**src/hw/rtl/assert_macros.svh**
```systemverilog
// Assertion macros included by the splitter top level.
`ifndef ASSERT_MACROS_SVH
`define ASSERT_MACROS_SVH

// Same-cycle implication, disabled during reset.
`define ASSERT_SAME(label, clk, rst_n, ante, cons) \
    label: assert property (@(posedge clk) disable iff (!rst_n) (ante) |-> (cons)) \
        else $error("same-cycle check failed");

// Next-cycle implication, disabled during reset.
`define ASSERT_NEXT(label, clk, rst_n, ante, cons) \
    label: assert property (@(posedge clk) disable iff (!rst_n) (ante) |=> (cons)) \
        else $error("next-cycle check failed");

`endif

```
**src/hw/rtl/uspq_pkg.sv**
```systemverilog
// Types and constants shared by the URL scheme/path/query splitter.
`timescale 1ns / 1ps

package uspq_pkg;

    // Input transaction: one byte of URL text
    typedef struct packed {
        logic [7:0] byte_in;
        logic       url_last;
    } in_t;

    // Output transaction: one tagged byte or a marker
    typedef struct packed {
        logic [1:0] part;
        logic [7:0] value;
        logic [1:0] error_code;
        logic       url_end;
        logic       run_end;
    } out_t;

    localparam logic [1:0] PART_SCHEME = 2'd0;
    localparam logic [1:0] PART_PATH   = 2'd1;
    localparam logic [1:0] PART_QUERY  = 2'd2;
    localparam logic [1:0] PART_NONE   = 2'd3;

    localparam logic [1:0] ERR_NONE      = 2'd0;
    localparam logic [1:0] ERR_CTRL_CHAR = 2'd1;
    localparam logic [1:0] ERR_NO_SCHEME = 2'd2;

    localparam logic [7:0] CH_COLON  = 8'h3A;
    localparam logic [7:0] CH_PLUS   = 8'h2B;
    localparam logic [7:0] CH_MINUS  = 8'h2D;
    localparam logic [7:0] CH_DOT    = 8'h2E;
    localparam logic [7:0] CH_QMARK  = 8'h3F;
    localparam logic [7:0] CH_DIG_0  = 8'h30;
    localparam logic [7:0] CH_DIG_9  = 8'h39;
    localparam logic [7:0] CH_UP_A   = 8'h41;
    localparam logic [7:0] CH_UP_Z   = 8'h5A;
    localparam logic [7:0] CH_LO_A   = 8'h61;
    localparam logic [7:0] CH_LO_Z   = 8'h7A;
    localparam logic [7:0] CH_SPACE  = 8'h20;
    localparam logic [7:0] CH_DEL    = 8'h7F;
    localparam logic [7:0] CASE_BIT  = 8'h20;

    typedef enum logic [1:0] {
        PH_SCHEME = 2'd0,
        PH_PATH   = 2'd1,
        PH_QUERY  = 2'd2
    } phase_t;

    typedef enum logic [3:0] {
        ST_IDLE = 4'b0001,
        ST_READ = 4'b0010,
        ST_EMIT = 4'b0100,
        ST_TAIL = 4'b1000
    } ctrl_state_t;

    // Controller -> datapath
    typedef struct packed {
        logic take;        // input transaction accepted
        logic rd;          // read held candidate at flush index
        logic emit_flush;  // load read candidate into output register
        logic emit_tail;   // load trailing path byte into output register
    } cmd_t;

    // Datapath -> controller
    typedef struct packed {
        logic need_flush;  // accepted byte releases held candidates
        logic flush_last;  // flush index is at the last held candidate
        logic has_tail;    // a path byte follows the flushed candidates
        logic out_free;    // output register can load this cycle
    } sts_t;

endpackage

```
**src/hw/rtl/uspq_dp.sv**
```systemverilog
// Datapath: byte classification, candidate buffer, phase state and output register.
`timescale 1ns / 1ps

module uspq_dp #(
    parameter int SCHEME_MAX = 16
) (
    input  logic           clk,
    input  logic           rst_n,
    input  uspq_pkg::in_t  in_data,
    input  uspq_pkg::cmd_t cmd,
    output uspq_pkg::sts_t sts,
    output logic           out_valid,
    input  logic           out_stall,
    output uspq_pkg::out_t out_data
);

    localparam int CNT_W = $clog2(SCHEME_MAX + 1);
    localparam int IDX_W = $clog2(SCHEME_MAX);

    uspq_pkg::phase_t   phase_reg, phase_next;
    logic               discard_reg, discard_next;
    logic [CNT_W-1:0]   count_reg, count_next;
    logic [IDX_W-1:0]   idx_reg, idx_next;
    logic               out_valid_reg, out_valid_next;

    logic [7:0]         buf_mem [SCHEME_MAX];
    logic [7:0]         rd_reg;
    logic [7:0]         hold_byte_reg;
    logic               hold_last_reg;
    logic               hold_scheme_reg;
    logic               hold_tail_reg;
    uspq_pkg::out_t     out_reg, out_next;

    logic [7:0]         b;
    logic               last;
    logic               is_ctrl, is_colon, is_qmark, is_letter, is_later, cand;
    logic               buf_empty, buf_full, flush_last, out_free;

    // decisions for an accepted byte
    logic               need_flush, store, clr_cnt, fl_scheme, fl_tail;
    logic               emit_byte, emit_marker;
    logic [1:0]         emit_part, emit_err;
    uspq_pkg::phase_t   acc_phase;
    logic               acc_discard;
    uspq_pkg::out_t     dir_out, flush_out, tail_out;
    logic [7:0]         fl_value;
    logic               load;

    assign b    = in_data.byte_in;
    assign last = in_data.url_last;

    assign is_ctrl   = (b < uspq_pkg::CH_SPACE) || (b == uspq_pkg::CH_DEL);
    assign is_colon  = (b == uspq_pkg::CH_COLON);
    assign is_qmark  = (b == uspq_pkg::CH_QMARK);
    assign is_letter = ((b >= uspq_pkg::CH_LO_A) && (b <= uspq_pkg::CH_LO_Z))
                    || ((b >= uspq_pkg::CH_UP_A) && (b <= uspq_pkg::CH_UP_Z));
    assign is_later  = ((b >= uspq_pkg::CH_DIG_0) && (b <= uspq_pkg::CH_DIG_9))
                    || (b == uspq_pkg::CH_PLUS) || (b == uspq_pkg::CH_MINUS)
                    || (b == uspq_pkg::CH_DOT);
    assign buf_empty = (count_reg == '0);
    assign buf_full  = (count_reg == CNT_W'(SCHEME_MAX));
    assign cand      = is_letter || (!buf_empty && is_later);

    assign flush_last = ((CNT_W'(idx_reg) + CNT_W'(1)) == count_reg);
    assign out_free   = !out_valid_reg || !out_stall;

    always_comb
    begin
        need_flush  = 1'b0;
        store       = 1'b0;
        clr_cnt     = 1'b0;
        fl_scheme   = 1'b0;
        fl_tail     = 1'b0;
        emit_byte   = 1'b0;
        emit_marker = 1'b0;
        emit_part   = uspq_pkg::PART_PATH;
        emit_err    = uspq_pkg::ERR_NONE;
        acc_phase   = phase_reg;
        acc_discard = discard_reg;
        priority if (discard_reg)
        begin
            if (last)
            begin
                acc_discard = 1'b0;
                acc_phase   = uspq_pkg::PH_SCHEME;
            end
        end
        else if (is_ctrl)
        begin
            emit_marker = 1'b1;
            emit_err    = uspq_pkg::ERR_CTRL_CHAR;
            clr_cnt     = 1'b1;
            acc_phase   = uspq_pkg::PH_SCHEME;
            acc_discard = !last;
        end
        else if ((phase_reg == uspq_pkg::PH_SCHEME) && is_colon && buf_empty)
        begin
            emit_marker = 1'b1;
            emit_err    = uspq_pkg::ERR_NO_SCHEME;
            acc_discard = !last;
        end
        else
        begin
            unique case (phase_reg)
                uspq_pkg::PH_SCHEME:
                begin
                    priority if (is_colon)
                    begin
                        need_flush = 1'b1;
                        fl_scheme  = 1'b1;
                        acc_phase  = uspq_pkg::PH_PATH;
                    end
                    else if (cand && !buf_full && !last)
                    begin
                        store = 1'b1;
                    end
                    else
                    begin
                        need_flush = !buf_empty;
                        fl_tail    = !is_qmark;
                        acc_phase  = is_qmark ? uspq_pkg::PH_QUERY : uspq_pkg::PH_PATH;
                        emit_byte  = buf_empty && !is_qmark;
                    end
                end
                uspq_pkg::PH_PATH:
                begin
                    acc_phase = is_qmark ? uspq_pkg::PH_QUERY : uspq_pkg::PH_PATH;
                    emit_byte = !is_qmark;
                end
                default:
                begin
                    emit_byte = 1'b1;
                    emit_part = uspq_pkg::PART_QUERY;
                end
            endcase
            if (last)
            begin
                acc_phase = uspq_pkg::PH_SCHEME;
                // end of URL with nothing to show for it
                if (!emit_byte && !need_flush)
                begin
                    emit_marker = 1'b1;
                end
            end
        end
    end

    always_comb
    begin
        dir_out.part       = emit_marker ? uspq_pkg::PART_NONE : emit_part;
        dir_out.value      = emit_marker ? 8'd0 : b;
        dir_out.error_code = emit_err;
        dir_out.url_end    = emit_marker || last;
        dir_out.run_end    = 1'b1;
    end

    // lowercase on scheme release
    always_comb
    begin
        fl_value = rd_reg;
        if (hold_scheme_reg && (rd_reg >= uspq_pkg::CH_UP_A) && (rd_reg <= uspq_pkg::CH_UP_Z))
        begin
            fl_value = rd_reg | uspq_pkg::CASE_BIT;
        end
        flush_out.part       = hold_scheme_reg ? uspq_pkg::PART_SCHEME : uspq_pkg::PART_PATH;
        flush_out.value      = fl_value;
        flush_out.error_code = uspq_pkg::ERR_NONE;
        flush_out.url_end    = flush_last && !hold_tail_reg && hold_last_reg;
        flush_out.run_end    = flush_last && !hold_tail_reg;

        tail_out.part       = uspq_pkg::PART_PATH;
        tail_out.value      = hold_byte_reg;
        tail_out.error_code = uspq_pkg::ERR_NONE;
        tail_out.url_end    = hold_last_reg;
        tail_out.run_end    = 1'b1;
    end

    assign load = (cmd.take && (emit_byte || emit_marker)) || cmd.emit_flush || cmd.emit_tail;

    always_comb
    begin
        phase_next     = phase_reg;
        discard_next   = discard_reg;
        count_next     = count_reg;
        idx_next       = idx_reg;
        out_valid_next = out_valid_reg;
        out_next       = out_reg;
        if (cmd.take)
        begin
            phase_next   = acc_phase;
            discard_next = acc_discard;
            idx_next     = '0;
            if (store)
            begin
                count_next = count_reg + CNT_W'(1);
            end
            else if (clr_cnt)
            begin
                count_next = '0;
            end
        end
        if (cmd.emit_flush)
        begin
            idx_next = idx_reg + IDX_W'(1);
            if (flush_last)
            begin
                count_next = '0;
            end
        end
        priority if (load)
        begin
            out_valid_next = 1'b1;
        end
        else if (!out_stall)
        begin
            out_valid_next = 1'b0;
        end
        priority if (cmd.emit_flush)
        begin
            out_next = flush_out;
        end
        else if (cmd.emit_tail)
        begin
            out_next = tail_out;
        end
        else if (load)
        begin
            out_next = dir_out;
        end
    end

    always_ff @(posedge clk or negedge rst_n)
    begin
        if (!rst_n)
        begin
            phase_reg     <= uspq_pkg::PH_SCHEME;
            discard_reg   <= 1'b0;
            count_reg     <= '0;
            idx_reg       <= '0;
            out_valid_reg <= 1'b0;
        end
        else
        begin
            phase_reg     <= phase_next;
            discard_reg   <= discard_next;
            count_reg     <= count_next;
            idx_reg       <= idx_next;
            out_valid_reg <= out_valid_next;
        end
    end

    always_ff @(posedge clk)
    begin
        out_reg <= out_next;
        if (cmd.take)
        begin
            hold_byte_reg   <= b;
            hold_last_reg   <= last;
            hold_scheme_reg <= fl_scheme;
            hold_tail_reg   <= fl_tail;
        end
    end

    // candidate buffer: one write port, one registered read port
    always_ff @(posedge clk)
    begin
        if (cmd.take && store)
        begin
            buf_mem[count_reg[IDX_W-1:0]] <= b;
        end
        if (cmd.rd)
        begin
            rd_reg <= buf_mem[idx_reg];
        end
    end

    assign sts.need_flush = need_flush;
    assign sts.flush_last = flush_last;
    assign sts.has_tail   = hold_tail_reg;
    assign sts.out_free   = out_free;

    assign out_valid = out_valid_reg;
    assign out_data  = out_reg;

endmodule

```
**src/hw/rtl/uspq_ctrl.sv**
```systemverilog
// Controller: sequences byte acceptance and release of held scheme candidates.
`timescale 1ns / 1ps

module uspq_ctrl (
    input  logic           clk,
    input  logic           rst_n,
    input  logic           in_valid,
    output logic           in_stall,
    input  uspq_pkg::sts_t sts,
    output uspq_pkg::cmd_t cmd
);

    uspq_pkg::ctrl_state_t state_reg, state_next;

    always_comb
    begin
        state_next     = state_reg;
        cmd.take       = 1'b0;
        cmd.rd         = 1'b0;
        cmd.emit_flush = 1'b0;
        cmd.emit_tail  = 1'b0;
        in_stall       = 1'b1;
        unique case (state_reg)
            uspq_pkg::ST_IDLE:
            begin
                in_stall = !sts.out_free;
                cmd.take = in_valid && sts.out_free;
                if (cmd.take && sts.need_flush)
                begin
                    state_next = uspq_pkg::ST_READ;
                end
            end
            uspq_pkg::ST_READ:
            begin
                cmd.rd     = 1'b1;
                state_next = uspq_pkg::ST_EMIT;
            end
            uspq_pkg::ST_EMIT:
            begin
                if (sts.out_free)
                begin
                    cmd.emit_flush = 1'b1;
                    priority if (!sts.flush_last)
                    begin
                        state_next = uspq_pkg::ST_READ;
                    end
                    else if (sts.has_tail)
                    begin
                        state_next = uspq_pkg::ST_TAIL;
                    end
                    else
                    begin
                        state_next = uspq_pkg::ST_IDLE;
                    end
                end
            end
            uspq_pkg::ST_TAIL:
            begin
                if (sts.out_free)
                begin
                    cmd.emit_tail = 1'b1;
                    state_next    = uspq_pkg::ST_IDLE;
                end
            end
            default:
            begin
                state_next = uspq_pkg::ST_IDLE;
            end
        endcase
    end

    always_ff @(posedge clk or negedge rst_n)
    begin
        if (!rst_n)
        begin
            state_reg <= uspq_pkg::ST_IDLE;
        end
        else
        begin
            state_reg <= state_next;
        end
    end

endmodule

```
**src/hw/rtl/url_scheme_path_query_splitter.sv**
```systemverilog
// Top level of the URL scheme/path/query splitter.
//
//   channel   dir   handshake                 payload
//   byte_*    in    byte_valid / byte_stall   byte_data (uspq_pkg::in_t)
//   tag_*     out   tag_valid  / tag_stall    tag_data  (uspq_pkg::out_t)
//
// A byte that is stored, dropped, or tagged directly is handled as it is accepted.
// A byte that releases N held candidates starts a release: each candidate is
// read from the buffer, then loaded out; a trailing path byte is loaded out last.
// Reset clears control state at once; the buffer needs no clearing pass.
// tag_stall holds the output register; byte_stall is high during a release
// and whenever the output register cannot load.
`timescale 1ns / 1ps
`include "assert_macros.svh"

module url_scheme_path_query_splitter #(
    parameter int SCHEME_MAX = 16
) (
    input  logic           clk,
    input  logic           rst_n,
    input  logic           byte_valid,
    output logic           byte_stall,
    input  uspq_pkg::in_t  byte_data,
    output logic           tag_valid,
    input  logic           tag_stall,
    output uspq_pkg::out_t tag_data
);

    uspq_pkg::cmd_t cmd;
    uspq_pkg::sts_t sts;

    logic byte_take, tag_held, tag_err, tag_closed;

    uspq_ctrl u_ctrl (
        .clk      (clk),
        .rst_n    (rst_n),
        .in_valid (byte_valid),
        .in_stall (byte_stall),
        .sts      (sts),
        .cmd      (cmd)
    );

    uspq_dp #(
        .SCHEME_MAX (SCHEME_MAX)
    ) u_dp (
        .clk       (clk),
        .rst_n     (rst_n),
        .in_data   (byte_data),
        .cmd       (cmd),
        .sts       (sts),
        .out_valid (tag_valid),
        .out_stall (tag_stall),
        .out_data  (tag_data)
    );

    assign byte_take  = byte_valid && !byte_stall;
    assign tag_held   = tag_valid && tag_stall;
    assign tag_err    = tag_valid && (tag_data.error_code != uspq_pkg::ERR_NONE);
    assign tag_closed = tag_data.url_end && tag_data.run_end
                     && (tag_data.part == uspq_pkg::PART_NONE);

    // no input transaction while a result is held back
    `ASSERT_SAME(a_no_take_when_full, clk, rst_n, byte_take, !tag_held)
    // error markers close the URL
    `ASSERT_SAME(a_err_closes, clk, rst_n, tag_err, tag_closed)
    // the last result of a URL is also the last of its byte
    `ASSERT_SAME(a_url_end_run_end, clk, rst_n, tag_valid && tag_data.url_end, tag_data.run_end)
    // a held-back result stays offered
    `ASSERT_NEXT(a_stall_holds_valid, clk, rst_n, tag_held, tag_valid)

endmodule
```
**config.mk**
```make
export PLATFORM = sky130hd
export DESIGN_NAME = url_scheme_path_query_splitter
export DESIGN_NICKNAME = d
export VERILOG_FILES = /design/src/hw/rtl/uspq_pkg.sv /design/src/hw/rtl/uspq_dp.sv /design/src/hw/rtl/uspq_ctrl.sv /design/src/hw/rtl/url_scheme_path_query_splitter.sv
export VERILOG_INCLUDE_DIRS = /design/src /design/src/hw/rtl
export SDC_FILE = /design/constraint.sdc
export NUM_CORES = 1
export LEC_CHECK = 0
export BUFFER_PORTS_ARGS = -buffer_cell sky130_fd_sc_hd__buf_2
export CAP_MARGIN = 20
export CELL_PAD_IN_SITES_DETAIL_PLACEMENT = 1
export CELL_PAD_IN_SITES_GLOBAL_PLACEMENT = 1
export CORE_UTILIZATION = 36
export CTS_CLUSTER_DIAMETER = 50
export CTS_CLUSTER_SIZE = 20
export DETAILED_ROUTE_END_ITERATION = 8
export HOLD_SLACK_MARGIN = 0.05
export PLACE_DENSITY_LB_ADDON = 0.1
export SLEW_MARGIN = 20
export SYNTH_ARGS = -nofsm -noshare
export SYNTH_HDL_FRONTEND = slang
export SYNTH_SLANG_ARGS = --single-unit
```
**constraint.sdc**
```tcl
create_clock -name clk -period 2.91 [get_ports clk]
set_input_delay 0.1455 -clock clk [delete_from_list [all_inputs] [get_ports clk]]
set_output_delay 0.1455 -clock clk [all_outputs]
set_load 0.03 [all_outputs]
```
# Word level (Yosys, flattened, before mapping)
# Memory sizes are Yosys's and may differ from the RTL's. A register that Yosys moved wholly into a read port is not among the register bits.
# Index checks and enable logic that the tools add are counted.
[word_totals]
ram_bits = 128
n_memories = 1
reg_bits = 42
inputBits = 13
output_inout_bits = 16
word_cells = 181
[classes]
n_reduce_logical = 50
n_mux = 82
bitwise = 1
addsub = 3
eq_ne = 20
n_lt_le_gt_ge = 9
[mem_list]
columns = ["memory", "words", "word_bits", "read_ports", "rd_clocked_by_memory_dff", "write_ports", "line", "rtl"]
rows = [
  ["u_dp.buf_mem", 16, 8, 1, 1, 1, "uspq_dp.sv:26", "logic [7:0] buf_mem [SCHEME_MAX];"],
]
[op_table]
columns = ["op", "count"]
rows = [
  ["$mux W1", 46],
  ["$mux W14", 3],
  ["$eq A8 B6 Y1 const B", 5],
  ["$mux W2", 16],
  ["$mux W4", 7],
  ["$mux W5", 5],
  ["$ge A8 B7 Y1 const B", 3],
  ["$le A8 B7 Y1 const B", 3],
  ["$logic_and A1 B1 Y1", 18],
  ["$pmux W4 S4", 1],
  ["$logic_or A1 B1 Y1", 11],
  ["$logic_not A1 Y1", 10],
  ["$eq A8 B7 Y1 const B", 1],
  ["$ge A8 B6 Y1 const B", 1],
  ["$le A8 B6 Y1 const B", 1],
  ["$lt A8 B6 Y1 const B", 1],
  ["$mux W8", 1],
  ["$ne A2 B1 Y1 const B", 4],
  ["$mux W6", 1],
  ["$ne A6 B4 Y1 const B", 1],
  ["$reduce_or A6 Y1", 1],
  ["$add A4 B1 Y5 const B", 1],
  ["$add A5 B1 Y5 const B", 1],
  ["$eq A5 B5 Y1", 1],
  ["other kinds (21)", 22],
]

# Longest topological paths before layout
[depth]
word_depth = 29
depth_mapped = 8
mapped_depth_nobuf = 8

# Hierarchy
# Synthesis repeated with hierarchy kept, for this count alone.
[hier_totals]
cells_unflattened = 545
area_unflattened_um2 = 7871.3
[modules_own_cells]
columns = ["module", "cells_each", "seq_area_each_um2", "area_each_um2", "n_inst"]
rows = [
  ["uspq_dp", 509, 5139.9, 7561.0, 1],
  ["uspq_ctrl", 36, 101.3, 310.3, 1],
]

# Worst setup path before layout
# No wires, ideal clock.
[synth_path]
path_type = "flip-flop to flip-flop"
from = "reg u_dp.count_reg[0]"
to = "reg u_dp.out_reg (netlist bit u_dp.out_data[0]) (enable)"
arrival_ps = 2359
path_buffers = 0
period_less_slack_ps = 2709
path_stages_with_launch = 9
setup_ps = 350
setup_slack_ps = 201
required_ps = 2560
cell_sequence = "dfrtp_1 -> inv_1 -> ha_1 -> or4b_1 -> a41oi_1 -> o32ai_1 -> a211oi_1 -> o21ai_2 -> nand2_1"
[synth_between]
elab_chain_cells = 24
word_cells_on_any_way = 38
cone_classes = "1 x eq/ne; 20 x mux; 17 x reduce/logical"
[synth_rtl]
columns = ["item", "line", "rtl"]
rows = [
  ["start: declaration", "uspq_dp.sv:22", "logic [CNT_W-1:0] count_reg, count_next;"],
  ["start signal: assignment", "uspq_dp.sv:246", "count_reg <= count_next;"],
  ["$logic_not A5 Y1", "uspq_dp.sv:60", "assign buf_empty = (count_reg == '0);"],
  ["$logic_not A1 Y1", "uspq_dp.sv:62, uspq_dp.sv:119", ""],
  ["$logic_and A1 B1 Y1", "uspq_dp.sv:62", "assign cand = is_letter || (!buf_empty && is_later);"],
  ["$logic_or A1 B1 Y1", "uspq_dp.sv:62", ""],
  ["$logic_and A1 B1 Y1 (2 in series)", "uspq_dp.sv:113", "else if (cand && !buf_full && !last)"],
  ["$mux W1", "uspq_dp.sv:113", ""],
  ["$mux W1", "uspq_dp.sv:107", "priority if (is_colon)"],
  ["$pmux W1 S2 / $mux W1 (equally long branches)", "uspq_dp.sv:104", "unique case (phase_reg)"],
  ["(+6 left out)", "--", ""],
  ["$mux W1", "uspq_dp.sv:136", "if (last)"],
  ["$mux W1", "uspq_dp.sv:96", "else if ((phase_reg == uspq_pkg::PH_SCHEME) && is_colon && buf_empty)"],
  ["$mux W1", "uspq_dp.sv:88", "else if (is_ctrl)"],
  ["$mux W1", "uspq_dp.sv:80", "priority if (discard_reg)"],
  ["$logic_or A1 B1 Y1 *", "uspq_dp.sv:178", "assign load = (cmd.take && (emit_byte || emit_marker)) || cmd.emit_flush || cmd.emit_tail;"],
  ["$logic_and A1 B1 Y1 *", "uspq_dp.sv:178", ""],
  ["$logic_or A1 B1 Y1 * (2 in series)", "uspq_dp.sv:178", ""],
  ["$reduce_bool A3 Y1 (no source line) *", "--", ""],
  ["end signal: assignment", "uspq_dp.sv:254", "out_reg <= out_next;"],
  ["end: declaration", "uspq_dp.sv:32", "uspq_pkg::out_t out_reg, out_next;"],
]
# Every way passes the cells marked *; elsewhere a longest branch is shown, timed or not. The select of a mux whose other input is x is not followed.
# A chain may end at the register's enable or synchronous reset.

# Worst setup path after layout
[layout_path]
from = "reg u_dp.count_reg[0]"
to = "reg u_dp.phase_reg[0]"
[layout_between]
elab_chain_cells = 8
word_cells_on_any_way = 13
cone_classes = "3 x eq/ne; 10 x reduce/logical"
[layout_rtl]
columns = ["item", "line", "rtl"]
rows = [
  ["$logic_not A5 Y1", "uspq_dp.sv:60", ""],
  ["$logic_not A1 Y1", "uspq_dp.sv:62", ""],
  ["$logic_and A1 B1 Y1", "uspq_dp.sv:62", ""],
  ["$logic_or A1 B1 Y1", "uspq_dp.sv:62", ""],
  ["$logic_and A1 B1 Y1 (2 in series)", "uspq_dp.sv:113", ""],
  ["$ne A6 B4 Y1 (no source line)", "--", ""],
  ["$reduce_and A5 Y1 (no source line) *", "--", ""],
  ["end signal: assignment", "uspq_dp.sv:236", "phase_reg <= uspq_pkg::PH_SCHEME;"],
  ["end signal: assignment", "uspq_dp.sv:244", "phase_reg <= phase_next;"],
  ["end: declaration", "uspq_dp.sv:20", "uspq_pkg::phase_t phase_reg, phase_next;"],
]
# Every way passes the cells marked *; elsewhere a longest branch is shown, timed or not.

==> flow_summary_export.csv <==
group,metric,value,unit
synth,synth-seq-cells,178,
cells_and_area,final_cell_mix,"edfxtp_1 (159), mux4_2 (40), buf_4 (39), buf_2 (28)",
sta,worst_slew_pin_slew,0.588,ns
cells_and_area,multi_input_area,2330,sq um
cells_and_area,nFillCells,2088,
floorplanning,die_w,149,microns
global_route,grt_max_degree,37,
placed_design,numPortBuffers,28,
cts,cts-root-buf,"clkbuf_16",
setup_path,reg2reg_from,"u_dp.count_reg[0]$_DFF_PN0_",
synth,synth.distinct_cells,72,
synth,synth_nets,491,
run_status,status,"completed",
global_route,grt_pass1_vias,4752,
cts,cts_tree,"built",
setup_path,cp.arrival,2.94,ns
synth,synth_edf_count,159,
synth,synth_xor_area_frac,0.00791,
sta,timing.final.crit_period,2.63,ns
sta,hold_viol_final,0,
floorplanning,die-area,22100,sq um
setup_path,crit_path_end_kind,"flop",
setup_path,startpoint_type,"flop",
routing,drt-initial-drc-count,258,
flow_run,max_cap_violations,0,
global_route,grt-ovfl-total,0,
sta,slew_viol_final,0,
floorplanning,pin_count,29,
sta,max_slew_margin,0.605,
routing,wl,19.5,mm
global_route,antenna_found_initial,0,
setup_path,startpoint,"u_dp.count_reg[0]$_DFF_PN0_",
hold_path,holdCritPathClass,"input pin to flop",
routing,via_per_inst,5.44,
cells_and_area,fin_area,9080,sq um
sta,setup_violations,0,
cells_and_area,drive_gt1_frac,0.300,
routing,drc,0,
cts,worstSkewPairLatency,0.43,ns
power,power_leakage,3.11,nW
sta,skew,0.0119,ns
cts,h-tree-depth,4,
cts,cts_setup_buffers,0,
synth,synth-compound-area-share,0.0770,
routing,wl_per_cell,23.6,microns
cts,clock_path_buffers,2,
placed_design,dp_hpwl,13.6,mm
cts,cts-buffers-inserted,17,
synth,async_flop_share,0.0955,
placed_design,dp_slack,0.240,ns
synth,syn_area_per_cell,16.4,sq um
routing,final_antenna_net_count,0,
power,irDropWorstVdd,0.000452,V
sta,rsz0062_at_grt,"false",
sta,fmax,380,MHz
routing,dr_total_vias,4493,
global_route,grt_usage,0.189,
power,p_per_area,793,nW/um^2
setup_path,crit_required,3.21,ns
cells_and_area,fin_nets,555,
synth,synth_simple_gate_area_frac,0.0826,
sta,finalCritPeriodShare,0.905,
hold_path,hold_start,"byte_data[0]",
setup_path,path_max_fanout,5,
synth,netlist_instances,473,
cts,clock-sinks,178,
synth,syn-cell-area,7750,sq um
placed_design,placed_cell_area,8460,sq um
cells_and_area,final_common_cell,"edfxtp_1",
floorplanning,coreArea,21100,sq um
routing,drtPass1Iterations,5,
floorplanning,rows,53,
global_route,grt_pass1_wl,29.8,mm
synth,synthMuxAreaShare,0.123,
synth,synthAdderAreaFrac,0.00807,
synth,synth_top_family_by_area,"multiplexers",
sta,timing.setup.tns,0,ns
synth,ys_seq_area_frac,0.676,
cells_and_area,largest_reg_flops,128,
sta,timing.hold.ws,0.0876,ns
cells_and_area,seq_area,5240,sq um
sta,setup_ws,0.277,ns
synth,synth_warnings,0,
setup_path,critPathKind,"flop to flop",
placed_design,gp_congestion,0.828,
floorplanning,die_y,149,microns
synth,ys.flop_type,"edfxtp_1",
floorplanning,initial_core_util,0.368,
cells_and_area,synthToLayoutAreaGrowth,17.1,%
cts,path_clk_slew,0.07,ns
==> cells in the mapped netlist (8+ instances only) <==
| master | instances | share of area |
|---|---|---|
| dfrtp_1 | 16 | 0.052 |
| nand2_1 | 19 | 0.0092 |
| a22oi_1 | 8 | 0.0077 |
| o21ai_0 | 19 | 0.012 |
| a21oi_1 | 13 | 0.0084 |
| inv_1 | 19 | 0.0092 |
| edfxtp_1 | 159 | 0.62 |
| nor2_1 | 19 | 0.0092 |
| and3_1 | 11 | 0.0089 |
| mux4_2 | 40 | 0.12 |
| clkbuf_1 | 15 | 0.0073 |
==> stage by stage <==
stage               total power [mW]  utilization  instances
CTS                             7.29        0.430        825
global placement                4.90        0.401        792
detailed placement              4.92        0.401        792
finish                          7.20        0.430        826
floorplan                       4.31            -        473
global route                    7.53        0.430        825
==> per-layer routing <==
metal	vias up	track usage	wire (microns)
met3	4	0.0321	695
met2	79	0.301	9470
met5	-	0	0
met1	2364	0.268	9220
li1	2046	-	-
met4	0	0.0495	79
==> path summary, 6_finish.rpt <==
| check | to | slack, ns | cells after the start |
|---|---|---|---|
| worst max-delay path | u_dp.phase_reg[0]$_DFFE_PN0P_ | 0.28 | 10 |
| worst min-delay path | u_dp.discard_reg$_DFFE_PN0P_ | 0.09 | 2 |
| worst max register to register | u_dp.phase_reg[0]$_DFFE_PN0P_ | 0.28 | 10 |
| worst min register to register | u_dp.out_data[2]$_SDFFE_PP0P_ | 0.48 | 2 |
| max in group asynchronous | u_dp.idx_reg[0]$_DFFE_PN0P_ | 2.36 | 2 |
| min in group asynchronous | u_dp.out_valid$_DFFE_PN0P_ | 0.20 | 2 |
==> power by group <==
| group | internal (mW) | switching, mW | leakage, nW |
|---|---|---|---|
| clock | 1.30 | 1.04 | 0.285 |
| sequential | 3.00 | 0.140 | 1.67 |
| combinational | 0.732 | 0.984 | 1.15 |
| total | 5.03 | 2.17 | 3.11 |
==> critical path, cell delays in order (launching register included) <==
cell,delay [ns]
dfrtp_1,0.39
inv_1,0.11
ha_1,0.25
buf_4,0.15
nor4b_1,0.25
buf_4,0.18
nand2_1,0.07
or4_1,0.45
o211ai_1,0.16
o21bai_1,0.16
mux2_2,0.35
==> final cells by class <==
type	count	share of cell area
flip-flops and latches	178	0.578
multi-input cells	250	0.256
repair buffers	70	0.0532
clock buffers	19	0.0477
well taps	275	0.0379
clock inverters	13	0.0187
inverters	20	0.00827
diodes	1	0.000276
==> cells by family after synthesis <==
kind of cell	after synthesis
DFF	178
and+or+nand+nor	110
AOI/OAI and AO/OA	83
buffers and inverters	45
muxes	45
xor gates and xnor gates	7
adders and majority gates	5
==> repair_timing <==
item	4_1_cts	5_1_grt
setup endpoints to repair	0	8
endpoints found under the hold margin	17	0
resized for setup	0	1
hold buffers	1	0
Power figures use the tool's default switching activity.
